`src/sv/aes_ram.sv`:
```
// ----------------------------------------------------------------------------
// AES generic RAM
// Single write port, single registered read port.
// ----------------------------------------------------------------------------
`default_nettype none
module aes_ram #(
   parameter int WIDTH = 32,
   parameter int DEPTH = 60
) (
   input  wire logic                     clock,
   input  wire logic                     wr_en,
   input  wire logic [$clog2(DEPTH)-1:0] wr_addr,
   input  wire logic [WIDTH-1:0]         wr_data,
   input  wire logic [$clog2(DEPTH)-1:0] rd_addr,
   output logic      [WIDTH-1:0]         rd_data
);
   logic [WIDTH-1:0] mem_ff [DEPTH];

   always_ff @(posedge clock) begin
      if (wr_en) begin
         mem_ff[wr_addr] <= wr_data;
      end
      rd_data <= mem_ff[rd_addr];
   end
endmodule
`default_nettype wire

```
`config.mk`:
```
export PLATFORM = sky130hd
export DESIGN_NAME = aes_ram
export DESIGN_NICKNAME = d
export VERILOG_FILES = /design/src/sv/aes_ram.sv
export SDC_FILE = /design/constraint.sdc
export NUM_CORES = 2
export LEC_CHECK = 0
export BUFFER_PORTS_ARGS = -buffer_cell sky130_fd_sc_hd__buf_4
export CAP_MARGIN = 10
export CELL_PAD_IN_SITES_DETAIL_PLACEMENT = 0
export CELL_PAD_IN_SITES_GLOBAL_PLACEMENT = 2
export CORE_AREA = 5 5 407 409
export DETAILED_ROUTE_END_ITERATION = 8
export DIE_AREA = 0 0 412 414
export PLACE_DENSITY_LB_ADDON = 0.1
export SKIP_LAST_GASP = 1
export SYNTH_ARGS = -nofsm -noshare
export SYNTH_HDL_FRONTEND = slang
export SYNTH_SLANG_ARGS = --single-unit
```
`constraint.sdc`:
```
create_clock -name clock -period 3.2 [get_ports clock]
set_clock_uncertainty 0.2 [all_clocks]
set_input_delay 0.16 -clock clock [delete_from_list [all_inputs] [get_ports clock]]
set_output_delay 0.16 -clock clock [all_outputs]
set_load 0.02 [all_outputs]
```
Yosys cells after proc, flatten, opt, wreduce, memory -nomap -nowiden
Memories as Yosys holds them, arrays and structs flattened. A register that Yosys moved wholly into a read port is not among the register bits.
Cells that the tools add are included.

word-level totals
  register bits = 0
  memory bits (writable) = 1920
  output and inout bits = 32
  memories kept = 1

memories
  memory  depth  width  rd ports  clocked after Yosys merged registers in  wr ports  line  text
  mem_ff  60     32     1         1                                        1         17    logic [WIDTH-1:0] mem_ff [DEPTH];

operators by class
  muxes and demuxes = 2

operators by type and width
  cell              number
  2-to-1 mux 1 bit  2

Longest topological paths before layout
  depth after elaboration = 2
  depth in mapped cells = 10
  depth with buffers taken out = 5

Worst setup path before layout
No wires, ideal clock.

  path kind = in2reg
  from = in wr_addr[4]
  to = mem mem_ff[32][0] (enable)
  data arrival time = 2838 ps
  required time = 2539 ps
  slack = -299 ps
  cell stages on the path = 4
  path through = clkbuf_1 > nor2_1 > nand4b_1 > nor3_1

RTL lines
  item                line  text
  start: declaration  12    input wire logic [$clog2(DEPTH)-1:0] wr_addr,
  end: declaration    17

No word-level cell before the write port.

==> summary.txt <==
Status
  • Outcome: finished, final reports clean

Global route
  • GRT overflow: 0
  • Pin count of the biggest net entering global routing: 97
  • Vias in the first global route: roughly 37000
  • Initial antenna violation count: 5
  • Gr usage total: about a quarter
  • First-pass GRT wire length: between 200 and 300 mm

Timing
  • Worst-Margin Slew: 0.857 ns
  • Max Slew Vio Count: 0
  • Final hold vios: 0
  • Fin crit period: ~2.4 ns
  • Total negative setup slack: 0 ns
  • Setup violations, final: 0
  • RSZ-0062 raised after global routing: false
  • Final Worst Setup Slack: between 0.8 and 0.9 ns
  • Fmax: ~420 MHz
  • Rel. slew slack: approximately 43%
  • Final worst path period share: around 74%

Synth
  • Mapped Cells: 3264
  • Synth unique cells: 38
  • Synth Area per Inst: between 20 and 25 um^2
  • Synth Flop Type: edfxtp_1
  • Most frequent cells after synthesis: 1920 x edfxtp_1, 461 x mux4_2, 109 x a22oi_1
  • Yosys top cell by area: edfxtp_1
  • Number of synthesis warnings: 0
  • Register area share after synthesis: between 70 and 80%
  • Syn Nets: 3310
  • Area contributors post-synth: edfxtp_1 78%, mux4_2 14%, a22oi_1 1.1%
  • Count leader, synth: edfxtp_1
  • Post-synthesis async set-or-reset flop share: 0%
  • Yosys top cell area share: 78.1%
  • Cell area after synthesis: between 70000 and 80000 um^2
  • Post-synth EDFFs: 1920
  • Seq cells post-synth: 1952

Route
  • DRT iter0 DRCs: around 3800
  • Mean routed wirelength per cell: around 34 um
  • Detailed Route WL: around 200 mm
  • DRC: 0
  • Drt first pass iters: 5
  • Vias per cell: 6.02
  • Final ANT Viol Nets: 0
  • Routed via count: 35700

Worst setup path
  • Crit-path most repeated cell: buf_4
  • Worst path required time: 3.71 ns
  • Crit Path Class: input port to flip-flop
  • Worst setup SP type: input port
  • Worst-path cell chain: dlygate4sd3_1 > buf_4 > buf_4 > and2_1 > o21ai_0 > a31o_2 > o211ai_1
  • Delay-heaviest family, CP: buffers and inverters
  • CP endpoint kind: flip-flop
  • Crit-path max cell delay: about 0.70 ns
  • Crit path max fanout: 30
  • Slowest CP cell: and2_1
  • Reg2Reg Depth: 4
  • WP buf/inv: 3
  • Crit path DAT: slightly below 3 ns
  • CP Depth: 7

Place
  • Placed cell area: 79000 um^2
  • Number of port buffers: a little under 80
  • HPWL Detailed: 108 mm
  • Global placement routability congestion: 0.753
  • Pre-CTS setup slack: 0.236 ns

Power
  • Max IR drop VDD: 426 uV
  • PwrDens: 625 nW/um^2
  • Pleak: around 0.027 uW

Clock tree
  • H-Tree Depth: 4
  • Clock sink total: a little under 2000
  • Clock Latency Late Sink: about 0.8 ns
  • Clock-pin transition on the worst setup and hold timing paths: 0.06 ns
  • CTS tree: done
  • Setup bufs post-CTS: 0
  • Deepest clock path buffer count: 3
  • CTS Buf Count: about 200
  • Clock root buffer: clkbuf_16

Hold path
  • Min-delay worst type: input port to flip-flop
  • Hold path cells: 3

Floorplanning
  • Core area: approximately 160000 um^2
  • Die Area: between 150000 and 200000 um^2
  • Initial core utilization: between 40% and 50%
  • Chip height: slightly above 400 um
  • Die width: between 400 and 500 um
  • Row cnt: about 150
  • IO Count: 78

Flow run
  • MaxCap Viol Count: 0

Layout
  • Area delta synth->final: 16.1%
  • Fraction of layout cells with a size suffix above 1: around 29%
  • # fillers: roughly 12000
  • Fin util: between 50% and 60%
  • Post-route design area: around 86000 um^2
  • Nets: approximately 3600
worst min-delay path: stages:
cell and delay (ns):
buf_4 0.13, or3b_2 0.44, nor2_4 0.13
power by group:
part	switching, uW	total [uW]	internal, uW
clock network	9490	22400	12900
logic	1680	2730	1050
registers	103	28400	28300
total	11300	53500	42300
layout make-up:
cell class	count	area [um^2]	share of cell area (%)
Tap cell	2175	2720	3.18
Timing Repair Buffer	307	3370	3.93
Antenna cell	5	12.5	0.0146
Multi-Input combinational cell	1120	15000	17.5
Inverter	3	11.3	0.0131
Clock inverter	114	1010	1.18
Clock buffer	251	5270	6.15
Sequential cell	1952	58300	68.0
path summary, 6_finish.rpt:
path / startpoint / endpoint / slack (ns)
max reg2reg: mem_ff[31][19]$_DFFE_PP_ / rd_data[19]$_DFF_P_ / 0.92
max: rd_addr[5] / rd_data[21]$_DFF_P_ / 0.82
min reg2reg: mem_ff[43][30]$_DFFE_PP_ / rd_data[30]$_DFF_P_ / 0.62
min: wr_addr[3] / mem_ff[19][9]$_DFFE_PP_ / 0.06
cells by family after synthesis:
family	Yosys count	synth area share (%)
flip-flops	1952	79.0
AND/OR/NAND/NOR	237	1.45
AO/OA/AOI/OAI	384	3.60
multiplexers	499	14.6
buffers and inverters	192	1.38
flip-flops by register name, indices dropped and copies added (netlist names):
signal,flops
mem_ff,1920
rd_data,32
timing repair:
item / 4_1_cts / 5_1_grt
hold buffers: 39 / 0
resized for setup: 0 / 0
endpoints found under the hold margin: 2190 / 0
endpoints found under the setup margin: 0 / 0
stage by stage:
step / std cells / power (uW) / hold WS, ns
6_report: 5927 / 53500 / 0.0585
5_1_grt: 5924 / 55300 / 0.0497
4_1_cts: 5922 / 54100 / 0.00344
3_5_place_dp: 5518 / 31700 / 0.378
3_3_place_gp: 5518 / 31600 / 0.381
2_1_floorplan: 3264 / 30300 / 0.0589
layer usage:
layer,vias to the layer above,part of all wire [%],global-route usage (%)
met3,283,6.4,4.10
met2,1318,50,38.8
met5,-,0,0
li1,14600,-,-
met1,19500,41,32.2
met4,0,2.9,6.55
layout by cell type (no fill, tap or decap), types with 5 or more instances in the layout:
cell type      netlist  routed
a21oi_1             45      45
a221oi_1            19      19
a22o_1              26      26
a22oi_1            109     109
a31o_2              13      13
a31oi_1             19      19
and3_1              19      19
buf_12               4      76
buf_4               15     190
bufinv_16            0      16
clkbuf_1            91      46
clkbuf_16            0     202
clkinv_1             0      43
clkinv_2             0      37
clkinvlp_4           0       7
dfxtp_1             32      32
diode_2              0       5
dlygate4sd3_1        0      39
edfxtp_1          1920    1920
inv_6                0       6
mux2i_1             38      38
mux4_2             461     461
nand2_1             62      62
nand3_1             43      43
nor2_1              86      24
nor2_4               0      60
o211a_1             19      19
o211ai_1            32      32
o21a_1              19      19
o21ai_0             65      65
o21ai_1             18      18
No activity file was read; power rests on OpenSTA's default activity.
